[src/rtl/i2c_rts_pkg.sv]
// ---------------------------------------------------------------------------
// i2c register transaction sequencer package
// codes, status values and request/result types shared by the sequencer
// ---------------------------------------------------------------------------
package i2c_rts_pkg;

    localparam int MAX_BURST = 256;
    localparam int LEFT_RAW  = $clog2(MAX_BURST + 1);
    localparam int LEFT_W    = (LEFT_RAW < 2) ? 2 : LEFT_RAW;

    // transaction codes
    localparam logic [2:0] OP_PROBE   = 3'd0;
    localparam logic [2:0] OP_WRITE8  = 3'd1;
    localparam logic [2:0] OP_BURST   = 3'd2;
    localparam logic [2:0] OP_WRITE16 = 3'd3;
    localparam logic [2:0] OP_READ16  = 3'd4;

    // request kinds
    localparam logic CMD_BEGIN  = 1'b0;
    localparam logic CMD_STATUS = 1'b1;

    // core status codes
    localparam logic [7:0] STS_BUS_ERR      = 8'h00;
    localparam logic [7:0] STS_START        = 8'h08;
    localparam logic [7:0] STS_RSTART       = 8'h10;
    localparam logic [7:0] STS_SLAW_ACK     = 8'h18;
    localparam logic [7:0] STS_SLAW_NACK    = 8'h20;
    localparam logic [7:0] STS_TXDATA_ACK   = 8'h28;
    localparam logic [7:0] STS_TXDATA_NACK  = 8'h30;
    localparam logic [7:0] STS_SLAR_ACK     = 8'h40;
    localparam logic [7:0] STS_SLAR_NACK    = 8'h48;
    localparam logic [7:0] STS_RXDATA_ACK   = 8'h50;
    localparam logic [7:0] STS_RXDATA_NACK  = 8'h58;

    localparam logic [7:0] READ_BIT = 8'h01;

    typedef enum logic [3:0] {
        PH_IDLE   = 4'd0,
        PH_START  = 4'd1,
        PH_SLA    = 4'd2,
        PH_AHI    = 4'd3,
        PH_ALO    = 4'd4,
        PH_DHI    = 4'd5,
        PH_DLO    = 4'd6,
        PH_RSTART = 4'd7,
        PH_RSLA   = 4'd8,
        PH_RMORE  = 4'd9,
        PH_RLAST  = 4'd10
    } t_phase;

    typedef enum logic [2:0] {
        ACT_NONE     = 3'd0,
        ACT_START    = 3'd1,
        ACT_SI       = 3'd2,
        ACT_START_SI = 3'd3,
        ACT_SI_ACK   = 3'd4,
        ACT_STOP_SI  = 3'd5,
        ACT_TO_STOP  = 3'd6
    } t_action;

    typedef struct packed {
        logic        cmd;
        logic [2:0]  op;
        logic [7:0]  dev_addr;
        logic [15:0] sub_addr;
        logic [15:0] wdata;
        logic [8:0]  burst_len;
        logic [7:0]  core_status;
        logic        core_timeout;
        logic [7:0]  core_rx_byte;
    } t_item;

    typedef struct packed {
        t_action    action;
        logic       tx_valid;
        logic [7:0] tx_byte;
        logic       rx_valid;
        logic [7:0] rx_byte;
        logic       rx_last;
        logic       done_res;
        logic       ok;
        logic       busy_res;
    } t_result;

    typedef struct packed {
        t_phase            phase;
        logic [2:0]        active_op;
        logic [7:0]        device_byte;
        logic [15:0]       register_address;
        logic [15:0]       write_value;
        logic [LEFT_W-1:0] bytes_left;
    } t_ctx;

    // status code each phase waits for
    function automatic logic [7:0] wait_code(input t_phase ph);
        logic [7:0] code;
        case (ph)
            PH_START:  code = STS_START;
            PH_SLA:    code = STS_SLAW_ACK;
            PH_AHI:    code = STS_TXDATA_ACK;
            PH_ALO:    code = STS_TXDATA_ACK;
            PH_DHI:    code = STS_TXDATA_ACK;
            PH_DLO:    code = STS_TXDATA_ACK;
            PH_RSTART: code = STS_RSTART;
            PH_RSLA:   code = STS_SLAR_ACK;
            PH_RMORE:  code = STS_RXDATA_ACK;
            PH_RLAST:  code = STS_RXDATA_NACK;
            default:   code = STS_BUS_ERR;
        endcase
        return code;
    endfunction

endpackage

[src/rtl/i2c_register_transaction_sequencer.sv]
// ---------------------------------------------------------------------------
// i2c register transaction sequencer
// answers begin requests and core status reports with the next i2c action
// ---------------------------------------------------------------------------
//  channel   direction  handshake                 payload
//  request   in         i_in_valid / o_in_ready   i_cmd .. i_core_rx_byte
//  result    out        o_out_valid / i_out_ready o_action .. o_busy_res
//
//  one request per cycle sustained while results are not stalled; a request passes the
//  request register, then the result register after the step logic
//  the transaction state only advances when a request moves into the result register
//  i_rst_n low (synchronous) empties both registers and returns the state to idle
//  a stalled result holds; the request register keeps taking a new request behind it
//  until it too is full
// ---------------------------------------------------------------------------
module i2c_register_transaction_sequencer (
    input  logic        i_clk,
    input  logic        i_rst_n,
    // request channel
    input  logic        i_in_valid,
    output logic        o_in_ready,
    input  logic        i_cmd,
    input  logic [2:0]  i_op,
    input  logic [7:0]  i_dev_addr,
    input  logic [15:0] i_sub_addr,
    input  logic [15:0] i_wdata,
    input  logic [8:0]  i_burst_len,
    input  logic [7:0]  i_core_status,
    input  logic        i_core_timeout,
    input  logic [7:0]  i_core_rx_byte,
    // result channel
    output logic        o_out_valid,
    input  logic        i_out_ready,
    output logic [2:0]  o_action,
    output logic        o_tx_valid,
    output logic [7:0]  o_tx_byte,
    output logic        o_rx_valid,
    output logic [7:0]  o_rx_byte,
    output logic        o_rx_last,
    output logic        o_done_res,
    output logic        o_ok,
    output logic        o_busy_res
);

    // request register
    logic                 r_in_valid;
    i2c_rts_pkg::t_item   r_item;
    i2c_rts_pkg::t_item   n_item;

    // transaction state
    i2c_rts_pkg::t_ctx    r_ctx;
    i2c_rts_pkg::t_ctx    n_ctx;

    // result register
    logic                 r_out_valid;
    i2c_rts_pkg::t_result r_res;
    i2c_rts_pkg::t_result n_res;

    logic step_fire;   // request register moves into the result register
    logic in_fire;

    assign step_fire  = r_in_valid && (!r_out_valid || i_out_ready);
    assign o_in_ready = !r_in_valid || step_fire;
    assign in_fire    = i_in_valid && o_in_ready;

    // pack the request ports
    always_comb begin
        n_item.cmd          = i_cmd;
        n_item.op           = i_op;
        n_item.dev_addr     = i_dev_addr;
        n_item.sub_addr     = i_sub_addr;
        n_item.wdata        = i_wdata;
        n_item.burst_len    = i_burst_len;
        n_item.core_status  = i_core_status;
        n_item.core_timeout = i_core_timeout;
        n_item.core_rx_byte = i_core_rx_byte;
    end

    always_ff @(posedge i_clk) begin
        if (!i_rst_n) begin
            r_in_valid <= 1'b0;
        end else if (in_fire) begin
            r_in_valid <= 1'b1;
        end else if (step_fire) begin
            r_in_valid <= 1'b0;
        end
    end

    // payload only, no reset needed
    always_ff @(posedge i_clk) begin
        if (in_fire) begin
            r_item <= n_item;
        end
    end

    // sequencer step: phase decode, byte select, read countdown
    i2c_rts_step u_step (
        .i_item (r_item),
        .i_ctx  (r_ctx),
        .o_res  (n_res),
        .o_ctx  (n_ctx)
    );

    always_ff @(posedge i_clk) begin
        if (!i_rst_n) begin
            r_ctx.phase            <= i2c_rts_pkg::PH_IDLE;
            r_ctx.active_op        <= '0;
            r_ctx.device_byte      <= '0;
            r_ctx.register_address <= '0;
            r_ctx.write_value      <= '0;
            r_ctx.bytes_left       <= '0;
        end else if (step_fire) begin
            r_ctx <= n_ctx;
        end
    end

    always_ff @(posedge i_clk) begin
        if (!i_rst_n) begin
            r_out_valid <= 1'b0;
        end else if (step_fire) begin
            r_out_valid <= 1'b1;
        end else if (i_out_ready) begin
            r_out_valid <= 1'b0;
        end
    end

    always_ff @(posedge i_clk) begin
        if (step_fire) begin
            r_res <= n_res;
        end
    end

    // result ports
    assign o_out_valid = r_out_valid;
    assign o_action    = r_res.action;
    assign o_tx_valid  = r_res.tx_valid;
    assign o_tx_byte   = r_res.tx_byte;
    assign o_rx_valid  = r_res.rx_valid;
    assign o_rx_byte   = r_res.rx_byte;
    assign o_rx_last   = r_res.rx_last;
    assign o_done_res  = r_res.done_res;
    assign o_ok        = r_res.ok;
    assign o_busy_res  = r_res.busy_res;

endmodule

[src/rtl/i2c_rts_step.sv]
// ---------------------------------------------------------------------------
// i2c rts step
// next-state and result logic for one request against the sequencer state
// ---------------------------------------------------------------------------
module i2c_rts_step (
    input  i2c_rts_pkg::t_item   i_item,
    input  i2c_rts_pkg::t_ctx    i_ctx,
    output i2c_rts_pkg::t_result o_res,
    output i2c_rts_pkg::t_ctx    o_ctx
);

    logic                           wide;
    logic                           fail_status;
    logic [i2c_rts_pkg::LEFT_W-1:0] left_dec;

    assign wide = i_ctx.active_op inside {i2c_rts_pkg::OP_WRITE16, i2c_rts_pkg::OP_READ16};

    assign fail_status = i_item.core_status inside {i2c_rts_pkg::STS_SLAW_NACK,
                                                    i2c_rts_pkg::STS_BUS_ERR,
                                                    i2c_rts_pkg::STS_TXDATA_NACK,
                                                    i2c_rts_pkg::STS_SLAR_NACK};

    // saturating count-down of remaining read bytes
    assign left_dec = (i_ctx.bytes_left != '0) ? i_ctx.bytes_left - 1'b1 : i_ctx.bytes_left;

    always_comb begin
        o_ctx = i_ctx;
        o_res = '0;
        o_res.action = i2c_rts_pkg::ACT_NONE;
        if (i_item.cmd == i2c_rts_pkg::CMD_BEGIN) begin
            if (i_ctx.phase == i2c_rts_pkg::PH_IDLE) begin
                if (i_item.op > i2c_rts_pkg::OP_READ16) begin
                    o_res.done_res = 1'b1;
                end else if (i_item.op == i2c_rts_pkg::OP_BURST &&
                             (i_item.burst_len == '0 ||
                              32'(i_item.burst_len) > 32'(i2c_rts_pkg::MAX_BURST))) begin
                    o_res.done_res = 1'b1;
                end else begin
                    o_ctx.active_op        = i_item.op;
                    o_ctx.device_byte      = i_item.dev_addr;
                    o_ctx.register_address = i_item.sub_addr;
                    o_ctx.write_value      = i_item.wdata;
                    if (i_item.op == i2c_rts_pkg::OP_BURST) begin
                        o_ctx.bytes_left = i2c_rts_pkg::LEFT_W'(i_item.burst_len);
                    end else if (i_item.op == i2c_rts_pkg::OP_READ16) begin
                        o_ctx.bytes_left = i2c_rts_pkg::LEFT_W'(2);
                    end else begin
                        o_ctx.bytes_left = '0;
                    end
                    o_res.action = i2c_rts_pkg::ACT_START;
                    o_ctx.phase  = i2c_rts_pkg::PH_START;
                end
            end
        end else if (i_ctx.phase != i2c_rts_pkg::PH_IDLE) begin
            if (i_item.core_status != i2c_rts_pkg::wait_code(i_ctx.phase)) begin
                if (i_item.core_timeout) begin
                    o_res.action   = i2c_rts_pkg::ACT_TO_STOP;
                    o_res.done_res = 1'b1;
                    o_ctx.phase    = i2c_rts_pkg::PH_IDLE;
                end else if (fail_status) begin
                    o_res.action   = i2c_rts_pkg::ACT_STOP_SI;
                    o_res.done_res = 1'b1;
                    o_ctx.phase    = i2c_rts_pkg::PH_IDLE;
                end
            end else begin
                case (i_ctx.phase)
                    i2c_rts_pkg::PH_START: begin
                        o_res.action   = i2c_rts_pkg::ACT_SI;
                        o_res.tx_valid = 1'b1;
                        o_res.tx_byte  = i_ctx.device_byte;
                        o_ctx.phase    = i2c_rts_pkg::PH_SLA;
                    end
                    i2c_rts_pkg::PH_SLA: begin
                        if (i_ctx.active_op == i2c_rts_pkg::OP_PROBE) begin
                            o_res.action   = i2c_rts_pkg::ACT_STOP_SI;
                            o_res.done_res = 1'b1;
                            o_res.ok       = 1'b1;
                            o_ctx.phase    = i2c_rts_pkg::PH_IDLE;
                        end else if (wide) begin
                            o_res.action   = i2c_rts_pkg::ACT_SI;
                            o_res.tx_valid = 1'b1;
                            o_res.tx_byte  = i_ctx.register_address[15:8];
                            o_ctx.phase    = i2c_rts_pkg::PH_AHI;
                        end else begin
                            o_res.action   = i2c_rts_pkg::ACT_SI;
                            o_res.tx_valid = 1'b1;
                            o_res.tx_byte  = i_ctx.register_address[7:0];
                            o_ctx.phase    = i2c_rts_pkg::PH_ALO;
                        end
                    end
                    i2c_rts_pkg::PH_AHI: begin
                        o_res.action   = i2c_rts_pkg::ACT_SI;
                        o_res.tx_valid = 1'b1;
                        o_res.tx_byte  = i_ctx.register_address[7:0];
                        o_ctx.phase    = i2c_rts_pkg::PH_ALO;
                    end
                    i2c_rts_pkg::PH_ALO: begin
                        if (i_ctx.active_op == i2c_rts_pkg::OP_WRITE8) begin
                            o_res.action   = i2c_rts_pkg::ACT_SI;
                            o_res.tx_valid = 1'b1;
                            o_res.tx_byte  = i_ctx.write_value[7:0];
                            o_ctx.phase    = i2c_rts_pkg::PH_DLO;
                        end else if (i_ctx.active_op == i2c_rts_pkg::OP_WRITE16) begin
                            o_res.action   = i2c_rts_pkg::ACT_SI;
                            o_res.tx_valid = 1'b1;
                            o_res.tx_byte  = i_ctx.write_value[15:8];
                            o_ctx.phase    = i2c_rts_pkg::PH_DHI;
                        end else begin
                            o_res.action = i2c_rts_pkg::ACT_START_SI;
                            o_ctx.phase  = i2c_rts_pkg::PH_RSTART;
                        end
                    end
                    i2c_rts_pkg::PH_DHI: begin
                        o_res.action   = i2c_rts_pkg::ACT_SI;
                        o_res.tx_valid = 1'b1;
                        o_res.tx_byte  = i_ctx.write_value[7:0];
                        o_ctx.phase    = i2c_rts_pkg::PH_DLO;
                    end
                    i2c_rts_pkg::PH_DLO: begin
                        o_res.action   = i2c_rts_pkg::ACT_STOP_SI;
                        o_res.done_res = 1'b1;
                        o_res.ok       = 1'b1;
                        o_ctx.phase    = i2c_rts_pkg::PH_IDLE;
                    end
                    i2c_rts_pkg::PH_RSTART: begin
                        o_res.action   = i2c_rts_pkg::ACT_SI;
                        o_res.tx_valid = 1'b1;
                        o_res.tx_byte  = i_ctx.device_byte | i2c_rts_pkg::READ_BIT;
                        o_ctx.phase    = i2c_rts_pkg::PH_RSLA;
                    end
                    i2c_rts_pkg::PH_RSLA: begin
                        if (i_ctx.bytes_left > i2c_rts_pkg::LEFT_W'(1)) begin
                            o_res.action = i2c_rts_pkg::ACT_SI_ACK;
                            o_ctx.phase  = i2c_rts_pkg::PH_RMORE;
                        end else begin
                            o_res.action = i2c_rts_pkg::ACT_SI;
                            o_ctx.phase  = i2c_rts_pkg::PH_RLAST;
                        end
                    end
                    i2c_rts_pkg::PH_RMORE: begin
                        o_res.rx_valid   = 1'b1;
                        o_res.rx_byte    = i_item.core_rx_byte;
                        o_ctx.bytes_left = left_dec;
                        if (left_dec > i2c_rts_pkg::LEFT_W'(1)) begin
                            o_res.action = i2c_rts_pkg::ACT_SI_ACK;
                            o_ctx.phase  = i2c_rts_pkg::PH_RMORE;
                        end else begin
                            o_res.action = i2c_rts_pkg::ACT_SI;
                            o_ctx.phase  = i2c_rts_pkg::PH_RLAST;
                        end
                    end
                    i2c_rts_pkg::PH_RLAST: begin
                        o_res.rx_valid   = 1'b1;
                        o_res.rx_byte    = i_item.core_rx_byte;
                        o_res.rx_last    = 1'b1;
                        o_ctx.bytes_left = '0;
                        o_res.action     = i2c_rts_pkg::ACT_STOP_SI;
                        o_res.done_res   = 1'b1;
                        o_res.ok         = 1'b1;
                        o_ctx.phase      = i2c_rts_pkg::PH_IDLE;
                    end
                    default: begin
                        o_ctx.phase = i2c_rts_pkg::PH_IDLE;
                    end
                endcase
            end
        end
        o_res.busy_res = (o_ctx.phase != i2c_rts_pkg::PH_IDLE);
    end

endmodule

[config.mk]
export PLATFORM = sky130hd
export DESIGN_NAME = i2c_register_transaction_sequencer
export DESIGN_NICKNAME = d
export VERILOG_FILES = /design/src/rtl/i2c_rts_pkg.sv /design/src/rtl/i2c_register_transaction_sequencer.sv /design/src/rtl/i2c_rts_step.sv
export SDC_FILE = /design/constraint.sdc
export NUM_CORES = 1
export LEC_CHECK = 0
export BUFFER_PORTS_ARGS = -buffer_cell sky130_fd_sc_hd__buf_2
export CAP_MARGIN = 20
export CORE_MARGIN = 10
export CORE_UTILIZATION = 51
export DETAILED_ROUTE_END_ITERATION = 6
export PLACE_DENSITY_LB_ADDON = 0.2
export SLEW_MARGIN = 15
export SYNTH_ARGS = -nofsm -noshare
export SYNTH_HDL_FRONTEND = slang
export SYNTH_SLANG_ARGS = --single-unit
[constraint.sdc]
create_clock -name i_clk -period 3.4 [get_ports i_clk]
set_clock_uncertainty 0.15 [all_clocks]
set_input_delay 0.17 -clock i_clk [delete_from_list [all_inputs] [get_ports i_clk]]
set_output_delay 0.17 -clock i_clk [all_outputs]
set_load 0.02 [all_outputs]
# [Yosys cells after proc, flatten, opt, wreduce, memory -nomap -nowiden]
# Memory sizes are Yosys's and may differ from the RTL's. A register that Yosys moved wholly into a read port is not among the register bits.
# Cells that the tools add are included.
[word_totals] reg_bits=153 mem_bits_ro=64 in_bits=74 output_inout_bits=27 wordCells=149 mem_count=1
[classes] add_sub_neg=1 magnitude_cmp=4 eq_ne=24 mux=61 n_bitwise=5 reduce_logical=27
[memory_table] memory="(no name shown)" depth=16 width=4 rd=1 rd_ports_with_merged_regs=1 wr=0 line="i2c_rts_pkg.sv:97" source="case (ph)"
[ops] op="$mux 56" n=3
[ops] op="$mux 9" n=8
[ops] op="$pmux 9 s6" n=1
[ops] op="$mux 3" n=11
[ops] op="$pmux 4 s8" n=1
[ops] op="$mux 4" n=7
[ops] op="$mux 24" n=1
[ops] op="$mux 8" n=3
[ops] op="$mux 19" n=1
[ops] op="$gt 9x1->1 const B" n=2
[ops] op="$pmux 3 s6" n=1
[ops] op="$pmux 9 s2" n=1
[ops] op="$eq 4x3->1 const B" n=4
[ops] op="$eq 8x6->1 const B" n=2
[ops] op="$mux 1" n=15
[ops] op="$eq 4x4->1 const B" n=3
[ops] op="$mux 12" n=1
[ops] op="$mux 2" n=6
[ops] op="$reduce_bool 4->1" n=3
[ops] op="$gt 9x9->1 const B" n=1
[ops] op="$logic_not 9->1" n=1
[ops] op="$reduce_bool 9->1" n=1
[ops] op="$sub 9x1->9 const B" n=1
[ops] op="$eq 4x2->1 const B" n=2
[ops] op="24 further kinds" n=42

# [Longest topological paths before layout]
[logic_depth] word_depth=10 mapped_depth=13 ltp_nobuf=13

# [Cells and area by module]
# From an unflattened synthesis, not the netlist that was laid out.
[hier_totals] cells_unflattened=763 hier_area_um2=7887.6
[modules_own_cells] module="i2c_register_transaction_sequencer" n_inst=1 cells_each=348 area_each_um2=5187.5 seq_area_each_um2=4013.8
[modules_own_cells] module="i2c_rts_step" n_inst=1 cells_each=415 area_each_um2=2700.1 seq_area_each_um2=0.0

# [Least setup slack after synthesis]
# OpenSTA, ideal clock, no wires.
[synth_timing] path_type="reg-to-reg" from="reg r_ctx[0] in the netlist's numbering" to="reg with a tool-made name" setup_time_ns=0.074 arrival_time_ns=3.058 required_time_ns=3.176 path_slack_ns=0.117 path_stages_with_launch=13 path_buffers=0 synth_period_minus_slack_ns=3.283 path_cell_list="dfxtp_1 inv_1 ha_1 or4b_1 a2111oi_2 o2111ai_1 nor3_2 o21ai_1 a221o_1 o211a_1 ha_1 mux2_2 o21ai_0"
[synth_rtl] item="start: declaration" line="i2c_register_transaction_sequencer.sv:51" source="i2c_rts_pkg::t_ctx r_ctx;"
[synth_rtl] item="start signal: assignment" line="i2c_register_transaction_sequencer.sv:113" source="r_ctx <= n_ctx;"

==> flow_summary.json <==
{
  "status": "finished, final reports clean",
  "worst_r2r_path_depth": 13,
  "max_cap_violations": 0,
  "final_gp_congestion": 0.893,
  "crit_path_end_kind": "register",
  "worst_pin_slew_ns": 0.943,
  "path_cells": "inv_2 -> ha_1 -> or4b_4 -> or2_2 -> a311oi_2 -> nor3_2 -> buf_4 -> o211ai_2 -> a21oi_2 -> a31o_2 -> ha_2 -> mux2_2 -> o21ai_2",
  "floorplan.rows": 41,
  "synthArstFlopShare_pct": 0,
  "power_frac_clock_pct": 41.3,
  "half_perimeter_wire_length_after_placement_mm": 11.3,
  "cts_made_buffers": 17,
  "initial_core_util_pct": 52.4,
  "antenna_violation_net_count_after_detailed_routing": 0,
  "finalSetupViolCount": 0,
  "ys_seq_elements": 157,
  "fillers": 971,
  "rsz0062_at_grt": "yes",
  "grt_max_degree": 71,
  "power_density_nw_per_um2": 493,
  "grt_pass1_wl_mm": 27.5,
  "cp.required_ns": 3.61,
  "grt_pass1_vias": 5342,
  "power.internal_mw": 3.37,
  "synthDistinctLibCells": 62,
  "die-area_um2": 18000,
  "path_clk_slew_ns": 0.06,
  "vias": 5377,
  "p_leak_nw": 3.25,
  "utilization_pct": 69.7,
  "global_route_usage_over_all_layers_pct": 19.3,
  "nets": 879,
  "critical-path-max-stage-delay_ns": 0.51,
  "critical_path.startpoint_type": "register",
  "slew_viol_final": 0,
  "placedInstanceArea_um2": 7460,
  "drt_drc_violations_left": 0,
  "postSynthAreaPerCell_um2": 11.0,
  "achievable-frequency_mhz": 306,
  "htreeDepth": 4,
  "dr.first_iter.drc_count": 378,
  "diodes": 0,
  "worstSkewPairLatency_ns": 0.42,
  "critical_path_class": "reg2reg",
  "min_path_cells": 2,
  "vias_per_cell": 5.48,
  "drive_gt1_share_pct": 22.8,
  "seq_power_share_pct": 49.3,
  "postLayoutCellArea_um2": 8830,
  "routedWlPerCell_um": 17.7,
  "synth_cells": 603,
  "fin_crit_sh_pct": 96.3,
  "drt_first_pass_iters": 7,
  "routed_wl_mm": 17.4,
  "worst_hold_path_type": "in2reg",
  "net_switching_fraction_of_the_power_pct": 22.5,
  "critical_path_at_ns": 3.48,
  "synthFlopType": "edfxtp_1",
  "cts_root_buffer": "clkbuf_16",
  "chipHeight_um": 134,
  "layout_min_cycle_time_ns": 3.27,
  "synth_enable_flop_cells": 95,
  "tritoncts_clock_tree": "built",
  "critical-path-slowest-cell": "or4b_4",
  "final_hold_viol_count": 0,
  "antenna_found_initial": 0,
  "die_width_um": 134,
  "placeable_core_area_um2": 12700,
  "top_level_ports": 101,
  "max-slew-margin-rel_pct": 36.7,
  "share_comb_of_total_power_pct": 9.4,
  "ys.warnings.count": 0,
  "clock_sink_count": 157,
  "clock_path_buffers": 2,
  "netSwitchingPower_uw": 980,
  "rrSetupSlack_ns": 0.13,
  "grt_overflow": 0,
  "min_delay_worst_endpoint": "o_out_valid",
  "timing.hold.worst.start": "i_rst_n",
  "worstReg2RegStart": "r_ctx[0]",
  "critical_path_peak_fanout": 5,
  "synth_seq_area_share_pct": 61.7,
  "vdd_drop_max_mv": 0.442,
  "syn_area_um2": 6640,
  "syn-num-nets": 685,
  "areaGrowthSynthToFinish_pct": 33.1,
  "io_buffer_count": 100
}
[layer usage]
metal | routed length [µm] | vias to the layer above | GRT usage, %
li1 | - | 2605 | -
met1 | 6880 | 2541 | 22.2
met2 | 9100 | 206 | 34.2
met3 | 1130 | 25 | 4.74
met4 | 306 | 0 | 6.95
met5 | 0 | - | 0
[worst max path at each step]
stage | start | to | slack, ns | depth (start not counted)
floorplan | r_ctx[0] | register | 0.12 | 12
global placement | r_ctx[1] | register | 0.03 | 12
detailed placement | r_ctx[1] | register | -0.04 | 12
CTS | r_ctx[0] | register | 0.003 | 13
global route | r_ctx[1] | register | -0.03 | 15
finish | r_ctx[0] | register | 0.13 | 13
[flip-flops by register name, indices dropped and copies added (netlist names), named ones only]
name         flops
r_item          70
r_ctx           56
o_rx_byte        8
o_tx_byte        8
o_action         3
o_busy_res       1
o_done_res       1
o_ok             1
o_out_valid      1
o_rx_last        1
o_rx_valid       1
o_tx_valid       1
r_in_valid       1
[synth_stat cells (all sizes together) (3+ instances only)]
cell type	number	share of area [%]
o21ai	29	2.2
edfxtp	95	43
dfxtp	62	19
nand3	8	0.60
nor3	11	0.91
a222oi	7	1.1
nor2	34	2.0
a22oi	8	0.91
buf	4	0.36
a211oi	3	0.34
a2111oi	3	0.49
nor4	7	0.66
nor2b	5	0.47
o21a	4	0.45
a21boi	45	5.1
nand2	105	5.9
mux2i	5	0.75
xnor2	7	0.92
a21oi	41	3.1
and3	3	0.28
clkbuf	25	1.4
ha	8	1.5
nand4	3	0.28
o22ai	6	0.57
or2	3	0.28
or3	5	0.47
or4	7	0.79
and2	13	1.2
inv	9	0.51
nand2b	5	0.47
o211ai	3	0.41
[power by group through the flow]
stage / Sequential, mW / Clock, mW / Combinational, mW
3_3_place_gp: 2.18 / 0 / 0.325
4_1_cts: 2.15 / 1.82 / 0.400
6_report: 2.15 / 1.80 / 0.410
2_1_floorplan: 2.19 / 0 / 0.182
3_5_place_dp: 2.18 / 0 / 0.325
5_1_grt: 2.15 / 1.91 / 0.447
[cell families after synthesis]
logic type	Yosys count	share of synthesized area [%]
buffers and inverters	39	2.34
AND/OR/NAND/NOR	216	15.3
XOR/XNOR	8	1.06
multiplexers	6	0.924
AO/OA/AOI/OAI	169	17.2
flip-flops	157	61.7
adder cells (fa/ha/maj)	8	1.51
[worst max-delay path: cells and delay by family, from the launching register on]
kind	cells	cell delay (ns)
AO/OA/AOI/OAI	5	0.92
adder cells (fa/ha/maj)	2	0.38
buffers and inverters	2	0.23
flip-flops	1	0.32
multiplexers	1	0.27
AND/OR/NAND/NOR	3	0.93
[final cells by class]
cell class / instances / area [µm²] / share of cell area, %
clock inverter: 9 / 86.3 / 0.977
multi-input combinational: 407 / 2450 / 27.7
tap: 172 / 215 / 2.44
timing repair buffer: 204 / 1460 / 16.6
inverter: 10 / 40.0 / 0.453
sequential: 157 / 4100 / 46.4
clock buffer: 23 / 479 / 5.42
[per-stage QoR]
stage          hold slack [ns]  TNS [ns]  total power, mW  worst slack, ns  cells
2_1_floorplan            0.119         0             2.37            0.117    603
3_3_place_gp             0.196         0             2.51           0.0342    875
3_5_place_dp             0.198   -0.0385             2.51          -0.0385    875
4_1_cts                0.00699         0             4.37          0.00257    981
5_1_grt                 0.0286   -0.0354             4.51          -0.0307    982
6_report                0.0324         0             4.35            0.127    982
[repair_timing]
action / in CTS / in global routing
resized for setup: 6 / 12
hold buffers: 73 / 0
pin swaps: 4 / 9
buffers inserted: 1 / 1
endpoints found under the setup margin: 1 / 5
hold endpoints to repair: 72 / 0
[layout by cell type (no fill, tap or decap), types with 18 or more instances in the layout]
| cell | netlist | final |
|---|---|---|
| a21boi_0 | 45 | 45 |
| a21oi_1 | 41 | 40 |
| buf_2 | 1 | 100 |
| buf_4 | 0 | 31 |
| clkbuf_16 | 0 | 18 |
| dfxtp_1 | 62 | 59 |
| dlygate4sd3_1 | 0 | 73 |
| edfxtp_1 | 95 | 95 |
| nand2_1 | 105 | 105 |
| nor2_1 | 33 | 33 |
| o21ai_0 | 27 | 26 |
Note: power is estimated with default switching activity, not from simulation.
